### src/rtl/core/cwm_pkg.sv
// shared widths, structs, register indexes and arctangent table of the warp mapper
`timescale 1ns / 1ps
`default_nettype none
package cwm_pkg;

  // pixel coordinate width and rotation stage count
  localparam int COORD_BITS    = 12;
  localparam int CORDIC_STAGES = 16;
  localparam int STG_W         = $clog2(CORDIC_STAGES);

  // pi in Q16
  localparam int PI_Q16 = 205887;

  // register indexes of the configuration port
  localparam int IDX_W = 8;
  localparam logic [IDX_W-1:0] REG_COS      = 8'd0;
  localparam logic [IDX_W-1:0] REG_SIN      = 8'd1;
  localparam logic [IDX_W-1:0] REG_FOCAL    = 8'd2;
  localparam logic [IDX_W-1:0] REG_CENTER_X = 8'd3;
  localparam logic [IDX_W-1:0] REG_CENTER_Y = 8'd4;
  localparam logic [IDX_W-1:0] REG_GAIN     = 8'd5;
  localparam logic [IDX_W-1:0] REG_ORIGIN_X = 8'd6;
  localparam logic [IDX_W-1:0] REG_ORIGIN_Y = 8'd7;
  localparam int CFG_W = 24;

  // back-projected ray component, signed Q.4
  localparam int BX_W = ((COORD_BITS + 4 > 16) ? COORD_BITS + 4 : 16) + 1;
  // product and rotated component widths
  localparam int PM_W = 18 + BX_W;
  localparam int T_W  = PM_W + 1;
  localparam int XY_W = T_W + 2;
  localparam int ANG_W = 21;

  // radius square root
  localparam int V_W     = ((2 * (BX_W - 1) > 32) ? 2 * (BX_W - 1) : 32) + 1;
  localparam int R_W     = (V_W + 1) / 2;
  localparam int SQRT_STAGES = R_W;
  localparam int REM_W   = R_W + 3;

  // height division
  localparam int MAG_W = BX_W - 1 + 16;
  localparam int N_W   = MAG_W + 2;
  localparam int D_W   = R_W + 1;
  localparam int DIV_STAGES = N_W;
  localparam int QL_W  = 17;
  localparam int QH_W  = N_W - QL_W;

  // position sums in Q.24
  localparam int P_W = 24 + N_W + 2;

  // line lengths between the stage groups
  localparam int ML_LEN  = SQRT_STAGES + DIV_STAGES;
  localparam int DLY_LEN = ML_LEN - CORDIC_STAGES;

  typedef struct packed {
    logic                    zero;
    logic signed [XY_W-1:0]  x;
    logic signed [XY_W-1:0]  y;
    logic signed [ANG_W-1:0] z;
  } cq_t;

  typedef struct packed {
    logic [2*R_W-1:0] v;
    logic [REM_W-1:0] rem;
    logic [R_W-1:0]   root;
  } sq_t;

  typedef struct packed {
    logic           zero;
    logic [N_W-1:0] n;
    logic [D_W-1:0] d;
    logic [D_W-1:0] rem;
    logic [N_W-1:0] q;
  } dv_t;

  typedef struct packed {
    logic             valid;
    logic [23:0]      color;
    logic             refimg;
    logic             org;
    logic             neg;
    logic [MAG_W-1:0] mag;
  } meta_t;

  typedef struct packed {
    logic signed [15:0] col;
    logic signed [15:0] row;
    logic [23:0]        color;
  } res_t;

  // rounded Q16 arctangent of 2^-i
  function automatic logic [16:0] atan_q16(input logic [4:0] idx);
    logic [16:0] a;
    case (idx)
      5'd0:  a = 17'd51472;
      5'd1:  a = 17'd30386;
      5'd2:  a = 17'd16055;
      5'd3:  a = 17'd8150;
      5'd4:  a = 17'd4091;
      5'd5:  a = 17'd2047;
      5'd6:  a = 17'd1024;
      5'd7:  a = 17'd512;
      5'd8:  a = 17'd256;
      5'd9:  a = 17'd128;
      5'd10: a = 17'd64;
      5'd11: a = 17'd32;
      5'd12: a = 17'd16;
      5'd13: a = 17'd8;
      5'd14: a = 17'd4;
      5'd15: a = 17'd2;
      5'd16: a = 17'd1;
      default: a = 17'd0;
    endcase
    return a;
  endfunction

endpackage
`default_nettype wire

### src/rtl/core/cwm_sqrt_cell.sv
// one result bit of the radius square root
`timescale 1ns / 1ps
`default_nettype none
module cwm_sqrt_cell (
  input  wire logic         clk,
  input  wire logic         en,
  input  wire cwm_pkg::sq_t d_in,
  output cwm_pkg::sq_t      d_out
);

  cwm_pkg::sq_t d_r;
  cwm_pkg::sq_t d_nxt;
  logic [cwm_pkg::REM_W-1:0] rem2;
  logic [cwm_pkg::REM_W-1:0] trial;

  // bring down two bits, try root*4+1
  always_comb begin
    rem2  = {d_in.rem[cwm_pkg::REM_W-3:0], d_in.v[2*cwm_pkg::R_W-1 -: 2]};
    trial = cwm_pkg::REM_W'({d_in.root, 2'b01});
    d_nxt.v = {d_in.v[2*cwm_pkg::R_W-3:0], 2'b00};
    if (rem2 >= trial) begin
      d_nxt.rem  = rem2 - trial;
      d_nxt.root = {d_in.root[cwm_pkg::R_W-2:0], 1'b1};
    end else begin
      d_nxt.rem  = rem2;
      d_nxt.root = {d_in.root[cwm_pkg::R_W-2:0], 1'b0};
    end
  end

  always_ff @(posedge clk) begin
    if (en) begin
      d_r <= d_nxt;
    end
  end

  assign d_out = d_r;

endmodule
`default_nettype wire

### config.mk
export PLATFORM = sky130hd
export DESIGN_NAME = cwm_sqrt_cell
export DESIGN_NICKNAME = d
export VERILOG_FILES = /design/src/rtl/core/cwm_pkg.sv /design/src/rtl/core/cwm_sqrt_cell.sv
export SDC_FILE = /design/constraint.sdc
export NUM_CORES = 1
export LEC_CHECK = 0
export ABC_AREA = 0
export BUFFER_PORTS_ARGS = -buffer_cell sky130_fd_sc_hd__buf_2
export CORE_MARGIN = 8
export CORE_UTILIZATION = 48
export DETAILED_ROUTE_END_ITERATION = 6
export GPL_TIMING_DRIVEN = 0
export PLACE_DENSITY = 0.92
export SYNTH_ARGS = -nofsm -noshare
export SYNTH_HDL_FRONTEND = slang
export SYNTH_SLANG_ARGS = --single-unit
### constraint.sdc
create_clock -name clk -period 3.51 [get_ports clk]
set_input_delay 0.702 -clock clk [delete_from_list [all_inputs] [get_ports clk]]
set_output_delay 0.702 -clock clk [all_outputs]
set_load 0.03 [all_outputs]
==> impl_metrics.env <==
export IMPL_postCtsHoldBufs=0
export IMPL_areaGrowthSynthToFinish_pct=30.4
export IMPL_arrival_ps=3100
export IMPL_htree_levels=3
export IMPL_die_w_um=101
export IMPL_antenna_left=0
export IMPL_num_antenna_cells=0
export IMPL_dp_slack_ps=236
export IMPL_grt_total_usage_pct=18.7
export IMPL_maxCapViolations=0
export IMPL_die_y_um=101
export IMPL_n_fill_cell=548
export IMPL_die_area_sq_um=10300
export IMPL_synth_cell_area_sq_um=3500
export IMPL_hold_ws_ps=524
export IMPL_synth_area_per_cell_sq_um=13.3
export IMPL_seq_area_frac_synth_pct=59.2
export IMPL_clock_path_buffers=2
export IMPL_synth_edf_count=69
export IMPL_final_seq_area_sq_um=2070
export IMPL_ys_seq_elements=69
export IMPL_finalSetupViolations=0
export IMPL_drc=0
export IMPL_p_sw_share_pct=30.4
export IMPL_power_frac_seq_pct=41.8
export IMPL_wl_mm=9.88
export IMPL_syn_inst=263
export IMPL_ys_types=42
export IMPL_hold_viol=0
export IMPL_cts_setup_buffers=0
export IMPL_multi_input_area_sq_um=1250
export IMPL_finalWorstSetupSlack_ps=509
export IMPL_clk_pin_slew_ps=70
export IMPL_gp_congestion=0.919
export IMPL_io_buffers=139
export IMPL_gr_total_overflow=0
export IMPL_drt_pass1_iterations=4
export IMPL_min_period_ps=3000
export IMPL_cp_max_fo=10
export IMPL_p_int_w=0.00172
export IMPL_grt_pass1_wl_mm=14.5
export IMPL_routedWlPerCell_um=19.1
export IMPL_drtIter0Drc=239
export IMPL_core_sq_um=7140
export IMPL_yosys_top_cells_area="edfxtp_1 (59%), ha_1 (6.8%), mux2_4 (5.6%)"
export IMPL_clockRootBuffer="clkbuf_8"
export IMPL_finalMaxSlewViolations=0
export IMPL_drt_vias_per_instance=5.27
export IMPL_ctsResizeCount=0
export IMPL_outcome="complete, no violations"
export IMPL_end_kind="register"
export IMPL_io_pins=144
export IMPL_grt_max_degree=70
export IMPL_dp_hpwl_mm=7.48
export IMPL_yosys_area_top_type_share_pct=59.2
export IMPL_cts_tree="yes"
export IMPL_crit_slowest_cell="a31oi_2"
export IMPL_cellPowerDensity_nw_per_um2=543
export IMPL_crit_required_ps=3610
export IMPL_comb_power_share_pct=26.5
export IMPL_rsz0062_at_grt="no"
export IMPL_cpPeakStageDelay_ps=430
export IMPL_synthFlopType="edfxtp_1"
export IMPL_num_rows=31
export IMPL_ys_warnings_count=0
export IMPL_antenna_found_initial=0
export IMPL_async_reset_ff_share_pct=0
export IMPL_vias=2723
export IMPL_drive_above_1_share_pct=44.5
export IMPL_numCtsBuffers=9
export IMPL_period_share_pct=85.5
export IMPL_grt_pass1_vias=2803
export IMPL_yosysTopAreaCell="edfxtp_1"
export IMPL_worst_slew_pin_slew_ps=886
export IMPL_largest_reg_flops=69
export IMPL_path_cells="buf_2, inv_1, ha_1, and2b_1, o211ai_1, a31oi_1, o22ai_2, a31oi_2, buf_6, mux2_4"
export IMPL_ir_drop_v=0.000212
export IMPL_path_class="in2reg"
export IMPL_p_leak_nw=2.04
export IMPL_setup_tns_ps=0
export IMPL_maxSlewHeadroom_pct=41.0
export IMPL_start_kind="input port"
export IMPL_power_frac_clock_pct=31.8
export IMPL_max_freq_mhz=333
export IMPL_cts_sinks=69
export IMPL_hold_class="in2reg"
export IMPL_nets=506
export IMPL_power_switching_w=0.000751
export IMPL_start_util_pct=49.0
worst max-delay path, delay by kind of cell:
| family | cells | cell delay, ps |
|---|---|---|
| mux | 1 | 320 |
| buf+inv | 3 | 390 |
| simple gates | 1 | 170 |
| compound gates | 4 | 1120 |
| fa+ha+maj | 1 | 380 |
per-stage QoR:
step / instance area (sq um) / util [%] / std cells / total power [W]
final: 4560 / 63.9 / 517 / 0.00247
after global routing: 4560 / 63.9 / 517 / 0.00256
after CTS: 4560 / 63.9 / 517 / 0.00248
after detailed placement: 4320 / 60.6 / 502 / 0.00170
after global placement: 4320 / 60.5 / 502 / 0.00168
after floorplan: 3500 / - / 264 / 0.00150
path summary, 6_finish.rpt:
kind              cells after the start  startpoint  slack (ps)        end
hold / removal                        1    d_in[68]         520  d_out[70]
setup / recovery                     10     d_in[0]         510  d_out[23]
power by group through the flow:
stage	Combinational (W)	Clock, W	Sequential, W
global placement	0.000629	0	0.00105
floorplan	0.000269	0	0.00123
finish	0.000655	0.000786	0.00103
detailed placement	0.000648	0	0.00105
global route	0.000697	0.000818	0.00104
CTS	0.000657	0.000785	0.00103
cell families (layout without fill, tap and decap cells):
group / count (synthesis) / count (layout) / share of synthesized area (%)
flip-flops: 69 / 69 / 59.2
AO/OA/AOI/OAI: 58 / 58 / 11.4
AND/OR/NAND/NOR: 47 / 47 / 6.69
buffers and inverters: 36 / 190 / 4.97
adder cells (fa/ha/maj): 19 / 19 / 6.80
XOR/XNOR: 17 / 17 / 4.26
multiplexers: 16 / 16 / 6.51
other: 1 / 2 / 0.107
cell type report:
cell class | instances | area share, %
tap | 99 | 2.72
clock inverter | 6 | 2.47
clock buffer | 9 | 2.72
sequential | 69 | 45.4
inverter | 24 | 1.98
multi-input combinational | 159 | 27.5
timing repair buffer | 139 | 15.3
buffer | 12 | 1.84
per-layer routing:
| layer | share of wire, % | GRT usage [%] | up-vias | routed length, um |
|---|---|---|---|---|
| li1 | - | - | 1268 | - |
| met1 | 35 | 18.8 | 1285 | 3490 |
| met2 | 51 | 33.9 | 156 | 5060 |
| met3 | 12 | 7.56 | 14 | 1180 |
| met4 | 1.5 | 7.10 | 0 | 147 |
| met5 | 0 | 0 | - | 0 |
cells in the mapped netlist (5+ instances only):
library cell  instances
o21a_1                5
mux2_4               13
nand3_1               5
inv_1                24
nor2_1               12
a211oi_1              5
xor2_1                5
nand2_1              11
o21ai_0              13
o211ai_1              6
nor3_1                5
edfxtp_1             69
nand4_1               6
ha_1                 19
a21oi_1              14
xnor2_1              12
cell usage in the layout, fill, tap and decap left out, types with 6 or more instances in the layout:
master	count
a21oi_1	14
buf_2	140
clkbuf_8	9
edfxtp_1	69
ha_1	19
inv_1	24
mux2_4	13
nand2_1	11
nand4_1	6
nor2_1	12
o211ai_1	6
o21ai_0	13
xnor2_1	12
(Power assumes the default switching activity.)
