`src/rtl/core/cwm_pkg.sv`:
```
// shared widths, structs, register indexes and arctangent table of the warp mapper
`timescale 1ns / 1ps
`default_nettype none
package cwm_pkg;

  // pixel coordinate width and rotation stage count
  localparam int COORD_BITS    = 12;
  localparam int CORDIC_STAGES = 16;
  localparam int STG_W         = $clog2(CORDIC_STAGES);

  // pi in Q16
  localparam int PI_Q16 = 205887;

  // register indexes of the configuration port
  localparam int IDX_W = 8;
  localparam logic [IDX_W-1:0] REG_COS      = 8'd0;
  localparam logic [IDX_W-1:0] REG_SIN      = 8'd1;
  localparam logic [IDX_W-1:0] REG_FOCAL    = 8'd2;
  localparam logic [IDX_W-1:0] REG_CENTER_X = 8'd3;
  localparam logic [IDX_W-1:0] REG_CENTER_Y = 8'd4;
  localparam logic [IDX_W-1:0] REG_GAIN     = 8'd5;
  localparam logic [IDX_W-1:0] REG_ORIGIN_X = 8'd6;
  localparam logic [IDX_W-1:0] REG_ORIGIN_Y = 8'd7;
  localparam int CFG_W = 24;

  // back-projected ray component, signed Q.4
  localparam int BX_W = ((COORD_BITS + 4 > 16) ? COORD_BITS + 4 : 16) + 1;
  // product and rotated component widths
  localparam int PM_W = 18 + BX_W;
  localparam int T_W  = PM_W + 1;
  localparam int XY_W = T_W + 2;
  localparam int ANG_W = 21;

  // radius square root
  localparam int V_W     = ((2 * (BX_W - 1) > 32) ? 2 * (BX_W - 1) : 32) + 1;
  localparam int R_W     = (V_W + 1) / 2;
  localparam int SQRT_STAGES = R_W;
  localparam int REM_W   = R_W + 3;

  // height division
  localparam int MAG_W = BX_W - 1 + 16;
  localparam int N_W   = MAG_W + 2;
  localparam int D_W   = R_W + 1;
  localparam int DIV_STAGES = N_W;
  localparam int QL_W  = 17;
  localparam int QH_W  = N_W - QL_W;

  // position sums in Q.24
  localparam int P_W = 24 + N_W + 2;

  // line lengths between the stage groups
  localparam int ML_LEN  = SQRT_STAGES + DIV_STAGES;
  localparam int DLY_LEN = ML_LEN - CORDIC_STAGES;

  typedef struct packed {
    logic                    zero;
    logic signed [XY_W-1:0]  x;
    logic signed [XY_W-1:0]  y;
    logic signed [ANG_W-1:0] z;
  } cq_t;

  typedef struct packed {
    logic [2*R_W-1:0] v;
    logic [REM_W-1:0] rem;
    logic [R_W-1:0]   root;
  } sq_t;

  typedef struct packed {
    logic           zero;
    logic [N_W-1:0] n;
    logic [D_W-1:0] d;
    logic [D_W-1:0] rem;
    logic [N_W-1:0] q;
  } dv_t;

  typedef struct packed {
    logic             valid;
    logic [23:0]      color;
    logic             refimg;
    logic             org;
    logic             neg;
    logic [MAG_W-1:0] mag;
  } meta_t;

  typedef struct packed {
    logic signed [15:0] col;
    logic signed [15:0] row;
    logic [23:0]        color;
  } res_t;

  // rounded Q16 arctangent of 2^-i
  function automatic logic [16:0] atan_q16(input logic [4:0] idx);
    logic [16:0] a;
    case (idx)
      5'd0:  a = 17'd51472;
      5'd1:  a = 17'd30386;
      5'd2:  a = 17'd16055;
      5'd3:  a = 17'd8150;
      5'd4:  a = 17'd4091;
      5'd5:  a = 17'd2047;
      5'd6:  a = 17'd1024;
      5'd7:  a = 17'd512;
      5'd8:  a = 17'd256;
      5'd9:  a = 17'd128;
      5'd10: a = 17'd64;
      5'd11: a = 17'd32;
      5'd12: a = 17'd16;
      5'd13: a = 17'd8;
      5'd14: a = 17'd4;
      5'd15: a = 17'd2;
      5'd16: a = 17'd1;
      default: a = 17'd0;
    endcase
    return a;
  endfunction

endpackage
`default_nettype wire

```
`src/rtl/core/cwm_cordic_cell.sv`:
```
// one vectoring rotation step of the azimuth chain
`timescale 1ns / 1ps
`default_nettype none
module cwm_cordic_cell (
  input  wire logic                     clk,
  input  wire logic                     en,
  input  wire logic [cwm_pkg::STG_W-1:0] stage,
  input  wire cwm_pkg::cq_t             d_in,
  output cwm_pkg::cq_t                  d_out
);

  cwm_pkg::cq_t d_r;
  cwm_pkg::cq_t d_nxt;
  logic signed [cwm_pkg::XY_W-1:0]  xs;
  logic signed [cwm_pkg::XY_W-1:0]  ys;
  logic signed [cwm_pkg::ANG_W-1:0] a;

  // rotate toward the x axis, floor shifts
  always_comb begin
    xs = d_in.x >>> stage;
    ys = d_in.y >>> stage;
    a  = cwm_pkg::ANG_W'($signed({1'b0, cwm_pkg::atan_q16(5'(stage))}));
    d_nxt = d_in;
    if (d_in.y >= 0) begin
      d_nxt.x = d_in.x + ys;
      d_nxt.y = d_in.y - xs;
      d_nxt.z = d_in.z + a;
    end else begin
      d_nxt.x = d_in.x - ys;
      d_nxt.y = d_in.y + xs;
      d_nxt.z = d_in.z - a;
    end
  end

  always_ff @(posedge clk) begin
    if (en) begin
      d_r <= d_nxt;
    end
  end

  assign d_out = d_r;

endmodule
`default_nettype wire

```
`config.mk`:
```
export PLATFORM = sky130hd
export DESIGN_NAME = cwm_cordic_cell
export DESIGN_NICKNAME = d
export VERILOG_FILES = /design/src/rtl/core/cwm_pkg.sv /design/src/rtl/core/cwm_cordic_cell.sv
export SDC_FILE = /design/constraint.sdc
export NUM_CORES = 1
export LEC_CHECK = 0
export BUFFER_PORTS_ARGS = -buffer_cell sky130_fd_sc_hd__buf_4
export CORE_ASPECT_RATIO = 1.4
export CORE_MARGIN = 5
export CORE_UTILIZATION = 55
export DETAILED_ROUTE_END_ITERATION = 8
export HOLD_SLACK_MARGIN = 0.12
export PLACE_DENSITY = 0.82
export SLEW_MARGIN = 20
export SYNTH_ARGS = -nofsm -noshare
export SYNTH_HDL_FRONTEND = slang
export SYNTH_SLANG_ARGS = --single-unit
```
`constraint.sdc`:
```
create_clock -name clk -period 9.29 [get_ports clk]
set_input_delay 0.4645 -clock clk [delete_from_list [all_inputs] [get_ports clk]]
set_output_delay 0.4645 -clock clk [all_outputs]
set_load 0.03 [all_outputs]
```
==> impl_metrics.env <==
export IMPL_wl_um=42500
export IMPL_ys_top_cells_by_area="edfxtp_1, mux4_2, ha_1"
export IMPL_initial_core_util_pct=55.9
export IMPL_synth_largest_area_cell="edfxtp_1"
export IMPL_cts_buffers=9
export IMPL_diodes=0
export IMPL_worstSetupStartpointType="input port"
export IMPL_fin_setup_tns_ps=0
export IMPL_met1_length_um=16900
export IMPL_nets=1930
export IMPL_cts_tree="built"
export IMPL_die_area_sq_um=29200
export IMPL_end_kind="register"
export IMPL_fillerInstances=2114
export IMPL_wl_met2_um=20200
export IMPL_die_w_um=146
export IMPL_cts_hold_buf=0
export IMPL_ys_seq_elements=98
export IMPL_synth_cell_types=84
export IMPL_hold_violations=0
export IMPL_grt_setup_unrepaired="false"
export IMPL_required_ps=9420
export IMPL_p_leak_nw=6.49
export IMPL_ant_nets=0
export IMPL_fin_crit_sh_pct=73.3
export IMPL_drv_slew=0
export IMPL_drt_vias_per_instance=6.60
export IMPL_netlist_area_leader_share_pct=20.7
export IMPL_maxSlewHeadroom_pct=21.4
export IMPL_multi_input_area_sq_um=10700
export IMPL_postSynthCellCount=1582
export IMPL_layout_drive_gt1_share_pct=21.0
export IMPL_clock_path_buffers=2
export IMPL_row_count=69
export IMPL_cts_repair_resized=0
export IMPL_vdd_ir_drop_max_mv=0.102
export IMPL_cts_root_buf="clkbuf_16"
export IMPL_post_drt_wl_per_cell_um=20.8
export IMPL_dr_wl_met3_um=3640
export IMPL_fp_dieH_um=200
export IMPL_gr_usage_all_layers_pct=28.0
export IMPL_clkTransAtPathRegs_ps=70
export IMPL_gp_congestion=1.00
export IMPL_synth_nets=1795
export IMPL_synth_edf_count=98
export IMPL_setup_viol=0
export IMPL_async_reset_ff_share_pct=0
export IMPL_top_layer="met4"
export IMPL_port_buffers=201
export IMPL_dp_hpwl_um=32700
export IMPL_grt_ovfl_total=0
export IMPL_firstDrtPassIters=6
export IMPL_regArea_sq_um=2940
export IMPL_routed_via_count=13480
export IMPL_hp_class="in -> reg"
export IMPL_clock_sinks=98
export IMPL_synth_ff_type="edfxtp_1"
export IMPL_postSynthAreaPerCell_sq_um=8.99
export IMPL_synthesis_area_sq_um=14200
export IMPL_grt_pass1_vias=12925
export IMPL_status="completed"
export IMPL_antenna_found_initial=0
export IMPL_fmax_ghz=0.147
export IMPL_fin_crit_ps=6810
export IMPL_grt_first_pass_wirelength_um=67600
export IMPL_io_pins=202
export IMPL_cts_setup_buffers=0
export IMPL_area_growth_pct=13.0
export IMPL_htree_levels=3
export IMPL_path_class="in -> reg"
export IMPL_drt_iter0_drc=1405
export IMPL_largest_reg_flops=98
export IMPL_remaining_drc_errors=0
export IMPL_drv_cap=0
export IMPL_critPathMaxFanout=57
export IMPL_powerDensity_nw_per_um2=173
export IMPL_core_area_sq_um=25500
export IMPL_dpl_cell_area_sq_um=15800
export IMPL_ys_warn_count=0
export IMPL_fin_area_sq_um=16100
export IMPL_ys_seq_area_share_pct=20.7
export IMPL_crit_arrival_ps=6930
export IMPL_grt_max_degree=78
export IMPL_tightest_slew_ps=1170
## power breakdown
part / internal, mW / switching (mW) / total [mW]
combinational: 0.668 / 0.983 / 1.65
clock: 0.239 / 0.187 / 0.426
sequential: 0.665 / 0.0337 / 0.698
total: 1.57 / 1.20 / 2.78
## layout by cell type (no fill, tap or decap), types with 5 or more instances in the layout
master,netlist,routed
a211oi_1,19,19
a21o_1,44,44
a21oi_1,117,117
a31oi_1,17,17
and2_1,5,5
and3_1,19,19
buf_4,4,209
clkbuf_16,0,9
edfxtp_1,98,98
ha_1,106,106
inv_1,40,40
mux2_2,22,22
mux2i_1,36,36
mux4_2,92,92
nand2_1,189,189
nand2b_1,22,22
nand3_1,37,37
nand3b_1,6,6
nand4_1,17,17
nor2_1,104,104
nor2b_1,16,16
nor3_1,48,48
nor4_1,5,5
o2111ai_1,8,8
o211ai_1,6,6
o21a_1,20,20
o21ai_0,100,100
o21ai_1,5,5
o21bai_1,16,16
o221ai_1,6,6
o31ai_1,13,13
or3_1,10,10
xnor2_1,116,116
xor2_1,46,46
## metal layers
layer / up-vias / track usage [%]
met4: 0 / 10.9
met5: - / 0
li1: 6271 / -
met3: 122 / 4.25
met2: 696 / 47.0
met1: 6391 / 36.5
## cells in the mapped netlist (40+ instances only)
| cell type | n |
|---|---|
| ha_1 | 106 |
| nand2_1 | 189 |
| xor2_1 | 46 |
| mux4_2 | 92 |
| inv_1 | 40 |
| a21oi_1 | 117 |
| o21ai_0 | 100 |
| nor2_1 | 104 |
| xnor2_1 | 116 |
| nor3_1 | 48 |
| edfxtp_1 | 98 |
| clkbuf_1 | 41 |
| a21o_1 | 44 |
## path summary, 6_finish.rpt
path	startpoint	to	slack (ps)	cells past startpoint
max	stage[0]	d_out[95]$_DFFE_PP_	2480	21
min	d_in[97]	d_out[97]$_DFFE_PP_	270	1
## cells by family (layout without fill, tap and decap cells)
kind of cell | count (synthesis) | count (layout) | share of synthesized area [%]
XOR/XNOR | 162 | 162 | 9.97
multiplexers | 154 | 154 | 19.2
AND/OR/NAND/NOR | 503 | 503 | 16.7
buffers and inverters | 128 | 268 | 4.22
AO/OA/AOI/OAI | 428 | 428 | 19.4
adder cells (fa/ha/maj) | 109 | 109 | 9.75
flip-flops | 98 | 98 | 20.7
## cell type report
cell class / count / share of cell area [%]
multi-input cells: 1356 / 66.4
flip-flops and latches: 98 / 18.3
repair buffers: 209 / 9.76
well taps: 319 / 2.48
clock buffers: 9 / 1.40
inverters: 43 / 1.00
clock inverters: 7 / 0.630
## critical path, stage by stage
cell       delay (ps)
buf_4             680
buf_4             640
mux4_2            640
mux2i_1           170
o2111ai_1         230
a2111o_1          550
nand4bb_1         310
or3_1             430
o21ai_0           220
xor2_1            100
ha_1              390
and3_1            200
nand4_1           170
a2111oi_0         410
a222oi_1          190
a211o_1           350
o21ai_0           300
nor3_1            100
o21bai_1          150
a21oi_1            90
xnor2_1           120
## stage by stage
step                      worst slack [ps]  total power [mW]  utilization, %  instances  hold WS [ps]
after detailed placement              2100              2.33            61.9       2025           647
final                                 2480              2.78            63.1       2041           271
after CTS                             2490              2.77            63.1       2041           262
after global placement                2220              2.31            61.9       2025           642
after global routing                  1970              2.94            63.1       2041           258
after floorplan                       2720              1.88               -       1582           563
Power figures use the tool's default switching activity.
