$ cat config.mk
export PLATFORM = sky130hd
export DESIGN_NAME = cwm_div_cell
export DESIGN_NICKNAME = d
export VERILOG_FILES = /design/src/rtl/core/cwm_pkg.sv /design/src/rtl/core/cwm_div_cell.sv
export SDC_FILE = /design/constraint.sdc
export NUM_CORES = 1
export LEC_CHECK = 0
export BUFFER_PORTS_ARGS = -buffer_cell sky130_fd_sc_hd__buf_2
export CAP_MARGIN = 20
export CORE_UTILIZATION = 40
export CTS_CLUSTER_SIZE = 30
export DETAILED_ROUTE_END_ITERATION = 10
export GPL_ROUTABILITY_DRIVEN = 0
export GPL_TIMING_DRIVEN = 1
export PLACE_DENSITY = 0.7
export SETUP_SLACK_MARGIN = 0.5
export SLEW_MARGIN = 20
export SYNTH_ARGS = -nofsm -noshare
export SYNTH_HDL_FRONTEND = slang
export SYNTH_SLANG_ARGS = --single-unit
$ cat constraint.sdc
create_clock -name clk -period 4.4 [get_ports clk]
set_clock_uncertainty 0.2 [all_clocks]
set_input_delay 1.1 -clock clk [delete_from_list [all_inputs] [get_ports clk]]
set_output_delay 1.1 -clock clk [all_outputs]
set_load 0.02 [all_outputs]
$ cat src/rtl/core/cwm_pkg.sv
// shared widths, structs, register indexes and arctangent table of the warp mapper
`timescale 1ns / 1ps
`default_nettype none
package cwm_pkg;

  // pixel coordinate width and rotation stage count
  localparam int COORD_BITS    = 12;
  localparam int CORDIC_STAGES = 16;
  localparam int STG_W         = $clog2(CORDIC_STAGES);

  // pi in Q16
  localparam int PI_Q16 = 205887;

  // register indexes of the configuration port
  localparam int IDX_W = 8;
  localparam logic [IDX_W-1:0] REG_COS      = 8'd0;
  localparam logic [IDX_W-1:0] REG_SIN      = 8'd1;
  localparam logic [IDX_W-1:0] REG_FOCAL    = 8'd2;
  localparam logic [IDX_W-1:0] REG_CENTER_X = 8'd3;
  localparam logic [IDX_W-1:0] REG_CENTER_Y = 8'd4;
  localparam logic [IDX_W-1:0] REG_GAIN     = 8'd5;
  localparam logic [IDX_W-1:0] REG_ORIGIN_X = 8'd6;
  localparam logic [IDX_W-1:0] REG_ORIGIN_Y = 8'd7;
  localparam int CFG_W = 24;

  // back-projected ray component, signed Q.4
  localparam int BX_W = ((COORD_BITS + 4 > 16) ? COORD_BITS + 4 : 16) + 1;
  // product and rotated component widths
  localparam int PM_W = 18 + BX_W;
  localparam int T_W  = PM_W + 1;
  localparam int XY_W = T_W + 2;
  localparam int ANG_W = 21;

  // radius square root
  localparam int V_W     = ((2 * (BX_W - 1) > 32) ? 2 * (BX_W - 1) : 32) + 1;
  localparam int R_W     = (V_W + 1) / 2;
  localparam int SQRT_STAGES = R_W;
  localparam int REM_W   = R_W + 3;

  // height division
  localparam int MAG_W = BX_W - 1 + 16;
  localparam int N_W   = MAG_W + 2;
  localparam int D_W   = R_W + 1;
  localparam int DIV_STAGES = N_W;
  localparam int QL_W  = 17;
  localparam int QH_W  = N_W - QL_W;

  // position sums in Q.24
  localparam int P_W = 24 + N_W + 2;

  // line lengths between the stage groups
  localparam int ML_LEN  = SQRT_STAGES + DIV_STAGES;
  localparam int DLY_LEN = ML_LEN - CORDIC_STAGES;

  typedef struct packed {
    logic                    zero;
    logic signed [XY_W-1:0]  x;
    logic signed [XY_W-1:0]  y;
    logic signed [ANG_W-1:0] z;
  } cq_t;

  typedef struct packed {
    logic [2*R_W-1:0] v;
    logic [REM_W-1:0] rem;
    logic [R_W-1:0]   root;
  } sq_t;

  typedef struct packed {
    logic           zero;
    logic [N_W-1:0] n;
    logic [D_W-1:0] d;
    logic [D_W-1:0] rem;
    logic [N_W-1:0] q;
  } dv_t;

  typedef struct packed {
    logic             valid;
    logic [23:0]      color;
    logic             refimg;
    logic             org;
    logic             neg;
    logic [MAG_W-1:0] mag;
  } meta_t;

  typedef struct packed {
    logic signed [15:0] col;
    logic signed [15:0] row;
    logic [23:0]        color;
  } res_t;

  // rounded Q16 arctangent of 2^-i
  function automatic logic [16:0] atan_q16(input logic [4:0] idx);
    logic [16:0] a;
    case (idx)
      5'd0:  a = 17'd51472;
      5'd1:  a = 17'd30386;
      5'd2:  a = 17'd16055;
      5'd3:  a = 17'd8150;
      5'd4:  a = 17'd4091;
      5'd5:  a = 17'd2047;
      5'd6:  a = 17'd1024;
      5'd7:  a = 17'd512;
      5'd8:  a = 17'd256;
      5'd9:  a = 17'd128;
      5'd10: a = 17'd64;
      5'd11: a = 17'd32;
      5'd12: a = 17'd16;
      5'd13: a = 17'd8;
      5'd14: a = 17'd4;
      5'd15: a = 17'd2;
      5'd16: a = 17'd1;
      default: a = 17'd0;
    endcase
    return a;
  endfunction

endpackage
`default_nettype wire

$ cat src/rtl/core/cwm_div_cell.sv
// one quotient bit of the height division
`timescale 1ns / 1ps
`default_nettype none
module cwm_div_cell (
  input  wire logic         clk,
  input  wire logic         en,
  input  wire cwm_pkg::dv_t d_in,
  output cwm_pkg::dv_t      d_out
);

  cwm_pkg::dv_t d_r;
  cwm_pkg::dv_t d_nxt;
  logic [cwm_pkg::D_W:0] rem2;
  logic [cwm_pkg::D_W:0] diff;

  // restoring step
  always_comb begin
    rem2  = {d_in.rem, d_in.n[cwm_pkg::N_W-1]};
    diff  = rem2 - {1'b0, d_in.d};
    d_nxt = d_in;
    d_nxt.n = {d_in.n[cwm_pkg::N_W-2:0], 1'b0};
    if (rem2 >= {1'b0, d_in.d}) begin
      d_nxt.rem = diff[cwm_pkg::D_W-1:0];
      d_nxt.q   = {d_in.q[cwm_pkg::N_W-2:0], 1'b1};
    end else begin
      d_nxt.rem = rem2[cwm_pkg::D_W-1:0];
      d_nxt.q   = {d_in.q[cwm_pkg::N_W-2:0], 1'b0};
    end
  end

  always_ff @(posedge clk) begin
    if (en) begin
      d_r <= d_nxt;
    end
  end

  assign d_out = d_r;

endmodule
`default_nettype wire

==> results of run 1 <==
==> critical path, delay by kind of cell <==
| family | cells | cell delay [ps] |
|---|---|---|
| buf+inv | 2 | 360 |
| mux | 1 | 360 |
| compound gates | 4 | 980 |
| simple gates | 1 | 380 |
| fa+ha+maj | 1 | 360 |
==> Yosys cell counts, types with 2 or more instances <==
library cell,count
edfxtp_1,104
mux2_4,6
nand2_1,16
xor2_1,3
nor2_1,14
nand2b_1,2
buf_4,2
buf_6,3
or3_2,2
inv_1,23
ha_1,18
nand3_1,6
xnor2_1,7
a31oi_1,4
mux2i_1,3
mux2_2,10
o21a_1,2
a21o_1,5
a211oi_1,3
nor2b_1,2
o211a_1,3
nor3_1,4
and3_1,2
a21oi_1,9
a311oi_1,3
o21ai_0,6
==> layout make-up <==
class / instances / area (um2) / area share [%]
flip-flops and latches: 104 / 3120 / 53.2
multi-input cells: 153 / 1210 / 20.7
repair buffers: 212 / 1080 / 18.4
well taps: 140 / 175 / 2.98
clock buffers: 10 / 128 / 2.17
inverters: 23 / 86.3 / 1.47
clock inverters: 6 / 66.3 / 1.13
==> worst paths after layout <==
check | to
setup / recovery | d_out[40]$_DFFE_PP_
hold / removal | d_out[13]$_DFFE_PP_
==> per-layer routing <==
metal	global-route usage [%]	vias up	wire length, um
met2	31.6	130	5400
met3	5.73	16	884
met4	7.24	2	186
met5	0	-	7
li1	-	1514	-
met1	19.9	1466	4060
==> power groups by stage <==
stage | clock (mW) | combinational, mW | sequential, mW
floorplan | 0 | 0.184 | 1.36
global placement | 0 | 0.485 | 1.24
detailed placement | 0 | 0.493 | 1.24
CTS | 0.614 | 0.495 | 1.22
global route | 0.644 | 0.532 | 1.23
finish | 0.589 | 0.490 | 1.22
==> logic make-up after synthesis <==
logic type	synth area share, %
compound gates	7.85
xor+xnor	1.95
fa+ha+maj	5.46
buf+inv	3.53
flops	69.5
mux	5.18
other cells	0.0834
simple gates	6.49
==> through the flow <==
| step | hold slack, ps | util, % |
|---|---|---|
| after floorplan | 999 | - |
| after global placement | 1080 | 52.2 |
| after detailed placement | 1080 | 52.2 |
| after CTS | 678 | 54.0 |
| after global routing | 675 | 54.0 |
| final | 706 | 54.0 |
==> flow_summary.ini, run 1 <==
[cts]
clock_path_buffers = 2
cts_tree = built
cts_sinks = 104
cts_buffers = 9
cts_hold_buf = 0
cts-root-buf = clkbuf_8
path_clk_slew_ps = 100
post_cts_buffers = 0
ctsHtreeMaxLevel = 3
post_cts_resized = 0

[floorplan]
dieArea_um2 = 11700
initial_core_util_pct = 41.3
io-pin-count = 212
core_area_um2 = 10900
fp.dieW_um = 108
rows = 38
die_height_um = 108

[timing]
setup_viol_count_final = 0
slew_headroom_pct = 64.1
tightestPinTransition_ps = 539
period_share_pct = 82.6
final.setup.worst_slack_ps = 764
min_period_ps = 3640
max_freq_ghz = 0.275
timing.setup.tns_ps = 0
hold_viol_final = 0
rsz0062_at_grt = no
drv_slew = 0

[setup_path]
worstPathMaxFanout = 12
required_ps = 4320
critPathLaunch = d_in[37]
crit_path_start_kind = input port
arrival_ps = 3550
crit_chain = buf_2 -> ha_1 -> a21o_1 -> a31oi_1 -> a211oi_2 -> nor3_2 -> o211a_1 -> buf_4 -> mux2_2
setup.worst_path.end_class = flip-flop
critPathMaxStageDelay_ps = 380
path_class = in -> reg
crit_slowest_cell = nor3_2

[place]
io_buffer_count = 209
dpl.hpwl_um = 8150
place_inst = 632
pre_cts_slack_ps = 436
dpl_cell_area_um2 = 5680

[logic_synthesis]
synth_edf_count = 104
syn_inst = 287
netlist.area_leader.share_pct = 69.5
syn_avg_cell_area_um2 = 15.7
synth_ff_type = edfxtp_1
syn_nets = 413
ys_types = 51
synth_top_area_cell = edfxtp_1
synth_area_leaders = edfxtp_1 69%, ha_1 5.0%, mux2_2 2.5%
yosys_warnings = 0
ys_async_sr_fraction_pct = 0
ys_ff_latch = 104
syn_area_um2 = 4500
yosysSeqAreaShare_pct = 69.5

[final_layout]
fill_cells = 916
n_antenna_cell = 0
largest_register_ffs = 104
fin_area_um2 = 5880
final_layout_size_suffix_gt1_share_pct = 49.6
final_common_cell = buf_2
nNetsFinal = 629
syn2layout_area_growth_pct = 30.7
final_cell_mix = 208 x buf_2, 104 x edfxtp_1, 23 x inv_1, 18 x ha_1, 16 x nand2_1
finalNonFillerCells = 648

[route]
ant_nets = 0
drt-total-wl_um = 10500
detail_route.vias_per_cell = 4.83
drt-initial-drc-count = 164
wire_per_inst_um = 16.3
vias = 3128
dr.pass1.iters = 4
drc_errors = 0

[job]
cap_violations = 0

[power_and_ir_drop]
seq_power_share_pct = 53.0
peakVddDrop_v = 0.000181
power_frac_clock_pct = 25.6
p_sw_mw = 0.638
pwr-share-comb_pct = 21.4
power_mw = 2.30
swShare_pct = 27.8
leakagePower_nw = 2.62
intPower_mw = 1.66
p_per_area_nw_per_um2 = 391

[global_routing]
grtUsageTotal_pct = 17.9
grt.overflow.total = 0
grt_pass1_wl_um = 15500
grt_max_degree = 66
antenna_found_initial = 1
grt_pass1_vias = 3058

[hold_path]
min-delay-start = d_in[12]
hp-class = in -> reg
hold-path-cell-count = 1

[run_status]
status = finished, final reports clean
Note: power is estimated with default switching activity, not from simulation.
==> inputs of run 2 (changes only) <==
Settings changed: ABC_AREA set to 1.
Clock period 4.4 ns to 3.8 ns, I/O delays scaled along.
==> flow_summary.ini, run 2 <==
[setup_path]
critPathMaxStageDelay_ps = 340
required_ps = 3700
setup.worst_path.end_class = flip-flop
crit_path_start_kind = input port
worstPathMaxFanout = 12
crit_chain = buf_2 -> inv_1 -> ha_1 -> a21oi_1 -> nand2_1 -> a21oi_1 -> nand4_2 -> buf_12 -> nand3_1 -> nand2_1
path_class = in -> reg
crit_slowest_cell = ha_1
arrival_ps = 2690
critPathLaunch = d_in[66]

[timing]
rsz0062_at_grt = no
timing.setup.tns_ps = 0
slew_headroom_pct = 60.5
hold_viol_final = 0
min_period_ps = 2790
hold-worst-slack_ps = 579
max_freq_ghz = 0.358
tightestPinTransition_ps = 593
drv_slew = 0
period_share_pct = 73.5
setup_viol_count_final = 0

[logic_synthesis]
synth_ff_type = edfxtp_1
synth_area_leaders = edfxtp_1 67%, nand2_1 8.5%, ha_1 4.8%
ys_types = 30
netlist.area_leader.share_pct = 66.6
synth_edf_count = 104
synth_top_area_cell = edfxtp_1
yosys_warnings = 0
syn_avg_cell_area_um2 = 11.8
ys_ff_latch = 104
ys_async_sr_fraction_pct = 0
yosysSeqAreaShare_pct = 66.6
syn_area_um2 = 4690
syn_nets = 522
yosysMostFrequentCell = nand2_1
synth.top_cells.by_count = 106 x nand2_1, 104 x edfxtp_1, 49 x inv_1
syn_inst = 396

[power_and_ir_drop]
seq_power_share_pct = 49.0
p_sw_mw = 0.824
pwr-share-comb_pct = 19.9
p_per_area_nw_per_um2 = 462
leakagePower_nw = 2.97
peakVddDrop_v = 0.000212
swShare_pct = 28.7
power_frac_clock_pct = 31.1
intPower_mw = 2.05

[final_layout]
largest_register_ffs = 104
final_common_cell = buf_2
syn2layout_area_growth_pct = 32.6
final_layout_size_suffix_gt1_share_pct = 42.1
final_cell_mix = 208 x buf_2, 106 x nand2_1, 104 x edfxtp_1, 49 x inv_1, 27 x nand3_1
fill_cells = 1036
nNetsFinal = 741

[cts]
cts_sinks = 104
ctsHtreeMaxLevel = 3
clock_path_buffers = 2
cts_tree = built
cts_hold_buf = 0
cts_buffers = 9
post_cts_buffers = 0
path_clk_slew_ps = 80
cts-root-buf = clkbuf_16
post_cts_resized = 0

[route]
wl_met3_um = 1070
vias = 3533
wl_met2_um = 5900
wire_per_inst_um = 15.0
detail_route.vias_per_cell = 4.62
drc_errors = 0
dr.pass1.iters = 5
ant_nets = 0
drt-initial-drc-count = 148
routed.top_layer = met5
drt-total-wl_um = 11500
met1_length_um = 4360

[floorplan]
io-pin-count = 212
die_height_um = 110
rows = 39
fp.dieW_um = 110
initial_core_util_pct = 41.1
dieArea_um2 = 12200
core_area_um2 = 11400

[job]
cap_violations = 0

[run_status]
status = finished, final reports clean

[place]
dpl.hpwl_um = 9040
io_buffer_count = 209

[global_routing]
antenna_found_initial = 2
grt_pass1_vias = 3454
grt_pass1_wl_um = 16900
grt_max_degree = 45
grtUsageTotal_pct = 18.9
grt.overflow.total = 0

[hold_path]
min-delay-start = d_in[24]
hp-class = in -> reg
==> run 2: cell count changes in the layout (fill, tap and decap cells not counted), moves of 9 or more <==
cell	change
clkbuf_16	+9
clkbuf_8	-9
inv_1	+26
mux2_2	-10
nand2_1	+90
nand2_2	+12
nand3_1	+21
==> run 2: final timing paths <==
check	to	slack, ps	cells after the start
worst min-delay path	d_out[25]$_DFFE_PP_	580	1
worst max-delay path	d_out[49]$_DFFE_PP_	1010	10
==> run 2: logic make-up after synthesis <==
logic type	share of synthesized area, %
compound gates	1.76
xor+xnor	1.49
fa+ha+maj	5.23
buf+inv	5.12
flops	66.6
other cells	0.0799
simple gates	19.7
==> run 2: area by class of cell <==
type / count / area (um2) / share of cell area [%]
diodes: 2 / 5.00 / 0.0805
clock buffers: 10 / 229 / 3.68
clock inverters: 6 / 62.6 / 1.01
inverters: 51 / 191 / 3.08
multi-input cells: 236 / 1330 / 21.3
flip-flops and latches: 104 / 3120 / 50.2
well taps: 143 / 179 / 2.88
repair buffers: 213 / 1100 / 17.7
==> run 2: power groups by stage <==
| stage | registers [mW] | clock network [mW] | logic, mW |
|---|---|---|---|
| 3_5_place_dp | 1.43 | 0 | 0.577 |
| 5_1_grt | 1.42 | 0.961 | 0.630 |
| 4_1_cts | 1.41 | 0.917 | 0.579 |
| 6_report | 1.41 | 0.893 | 0.571 |
| 2_1_floorplan | 1.58 | 0 | 0.205 |
| 3_3_place_gp | 1.43 | 0 | 0.569 |
==> run 2: layer usage <==
layer  track usage (%)  vias to the layer above
met4              6.20                        2
met5                 0                        -
met3              6.23                       14
met2              35.0                      123
li1                  -                     1771
met1              20.1                     1623
==> run 2: worst max-delay path, delay by kind of cell <==
family | cells | cell delay [ps]
simple gates | 4 | 580
compound gates | 2 | 420
buf+inv | 3 | 390
fa+ha+maj | 1 | 340
==> run 2: stage by stage <==
step	instance area, um2	worst slack (ps)	std cells	util, %	power (mW)
2_1_floorplan	4690	1080	396	-	1.78
3_3_place_gp	5920	632	747	51.9	2.00
3_5_place_dp	5920	631	747	51.9	2.01
4_1_cts	6220	1000	763	54.4	2.91
5_1_grt	6220	801	764	54.5	3.01
6_report	6220	1010	765	54.5	2.87
==> inputs of run 3 (changes only) <==
Clock period 3.8 ns to 2.6 ns, I/O delays scaled along.
==> flow_summary.ini, run 3 (same netlist as run 2, synthesis figures left out) <==
[route]
wl_met2_um = 6990
routed.top_layer = met4
dr.pass1.iters = 4
wire_per_inst_um = 16.8
drt-initial-drc-count = 184
vias = 3873
ant_nets = 0
wl_met3_um = 1100
met1_length_um = 5000
detail_route.vias_per_cell = 4.84
drc_errors = 0
drt-total-wl_um = 13400

[power_and_ir_drop]
peakVddDrop_v = 0.000469
p_per_area_nw_per_um2 = 641
power_mw = 4.65
leakagePower_nw = 3.30

[floorplan]
core_area_um2 = 11400
die_height_um = 110
initial_core_util_pct = 41.1
fp.dieW_um = 110
dieArea_um2 = 12200
rows = 39
io-pin-count = 212

[cts]
cts_tree = built
ctsHtreeMaxLevel = 3
cts_buffers = 9
cts_sinks = 104
path_clk_slew_ps = 70
cts-root-buf = clkbuf_16
clock_path_buffers = 2

[final_layout]
nNetsFinal = 777
final_layout_size_suffix_gt1_share_pct = 59.1
fin_area_um2 = 7250
final_common_cell = buf_2
syn2layout_area_growth_pct = 54.5
largest_register_ffs = 104
final_cell_mix = 202 x buf_2, 104 x edfxtp_1, 74 x nand2_1, 31 x buf_4, 30 x inv_1

[job]
cap_violations = 0

[global_routing]
grtUsageTotal_pct = 20.6
grt_pass1_wl_um = 18200
grt_pass1_vias = 3619
grt.overflow.total = 0
grt_max_degree = 42
antenna_found_initial = 1

[timing]
period_share_pct = 83.0
final.setup.worst_slack_ps = 441
setup_viol_count_final = 0
timing.setup.tns_ps = 0
min_period_ps = 2160
max_freq_ghz = 0.463
drv_slew = 0
hold_viol_final = 0
rsz0062_at_grt = yes

[setup_path]
required_ps = 2510
critPathTopFamily = simple AND/OR/NAND/NOR gates
cpMostUsedCell = nand2_1
worstPathMaxFanout = 3
arrival_ps = 2060
path_class = in -> reg
crit_path_start_kind = input port
crit_chain = buf_8 -> inv_4 -> ha_4 -> buf_6 -> nand2_8 -> inv_6 -> buf_4 -> nand2_1 -> nor3_1 -> nand2_1 -> nand2_1 -> nand2_1 -> nand3_2 -> nand2_1
crit_slowest_cell = ha_4
critPathBufInv = 5
setup.worst_path.end_class = flip-flop
critPathMaxStageDelay_ps = 270

[place]
dpl.hpwl_um = 9330
pre_cts_slack_ps = -191
dpl_cell_area_um2 = 6290
io_buffer_count = 209

[hold_path]
hp-class = in -> reg
min-delay-start = d_in[97]
hold-path-cell-count = 1
whs_endpoint = d_out[98]$_DFFE_PP_

[run_status]
status = finished, final reports clean
==> run 3: changes by cell type in the layout (fill, tap and decap cells not counted), sizes merged <==
cell and change:
buf +32, bufinv +2, clkbuf +2, clkinv -2, clkinvlp +1, diode -1
inv -1, nand2 +2
==> run 3: routing by layer <==
layer  up-vias  GRT usage (%)
li1       1851              -
met1      1831           22.3
met2       165           37.5
met3        26           5.35
met4         0           9.02
met5         -              0
==> run 3: layout make-up <==
type	count	area (um2)
diodes	1	2.50
fillers	849	4170
inverters	51	231
flip-flops and latches	104	3120
repair buffers	247	1470
well taps	143	179
multi-input cells	238	1930
clock buffers	10	229
clock inverters	6	88.8
==> run 3: timing repair <==
action	CTS	global route
cloned	3	1
hold buffers	0	0
buffers inserted	17	6
pin swaps	31	38
setup endpoints to repair	18	18
gates resized for setup	55	52
==> run 3: worst max path at each step <==
stage | from | end | slack [ps] | cells past startpoint
2_1_floorplan | d_in[103] | d_out[46]$_DFFE_PP_ | 300 | 13
3_3_place_gp | d_in[60] | d_out[47]$_DFFE_PP_ | -130 | 10
3_5_place_dp | d_in[60] | d_out[47]$_DFFE_PP_ | -190 | 10
4_1_cts | d_in[103] | d_out[44]$_DFFE_PP_ | 480 | 14
5_1_grt | d_in[54] | d_out[45]$_DFFE_PP_ | 380 | 14
6_report | d_in[61] | d_out[51]$_DFFE_PP_ | 440 | 14
==> run 3: metrics by stage <==
step           utilization [%]  instances  hold slack, ps
2_1_floorplan                -        396             549
3_3_place_gp              55.1        756             627
3_5_place_dp              55.1        756             628
4_1_cts                   61.4        792             260
5_1_grt                   63.5        800             262
6_report                  63.5        800             281
==> run 3: power breakdown <==
| part | total (mW) | internal [mW] | switching [mW] |
|---|---|---|---|
| registers | 2.06 | 2.02 | 0.0357 |
| logic | 1.13 | 0.451 | 0.677 |
| clock network | 1.46 | 0.849 | 0.609 |
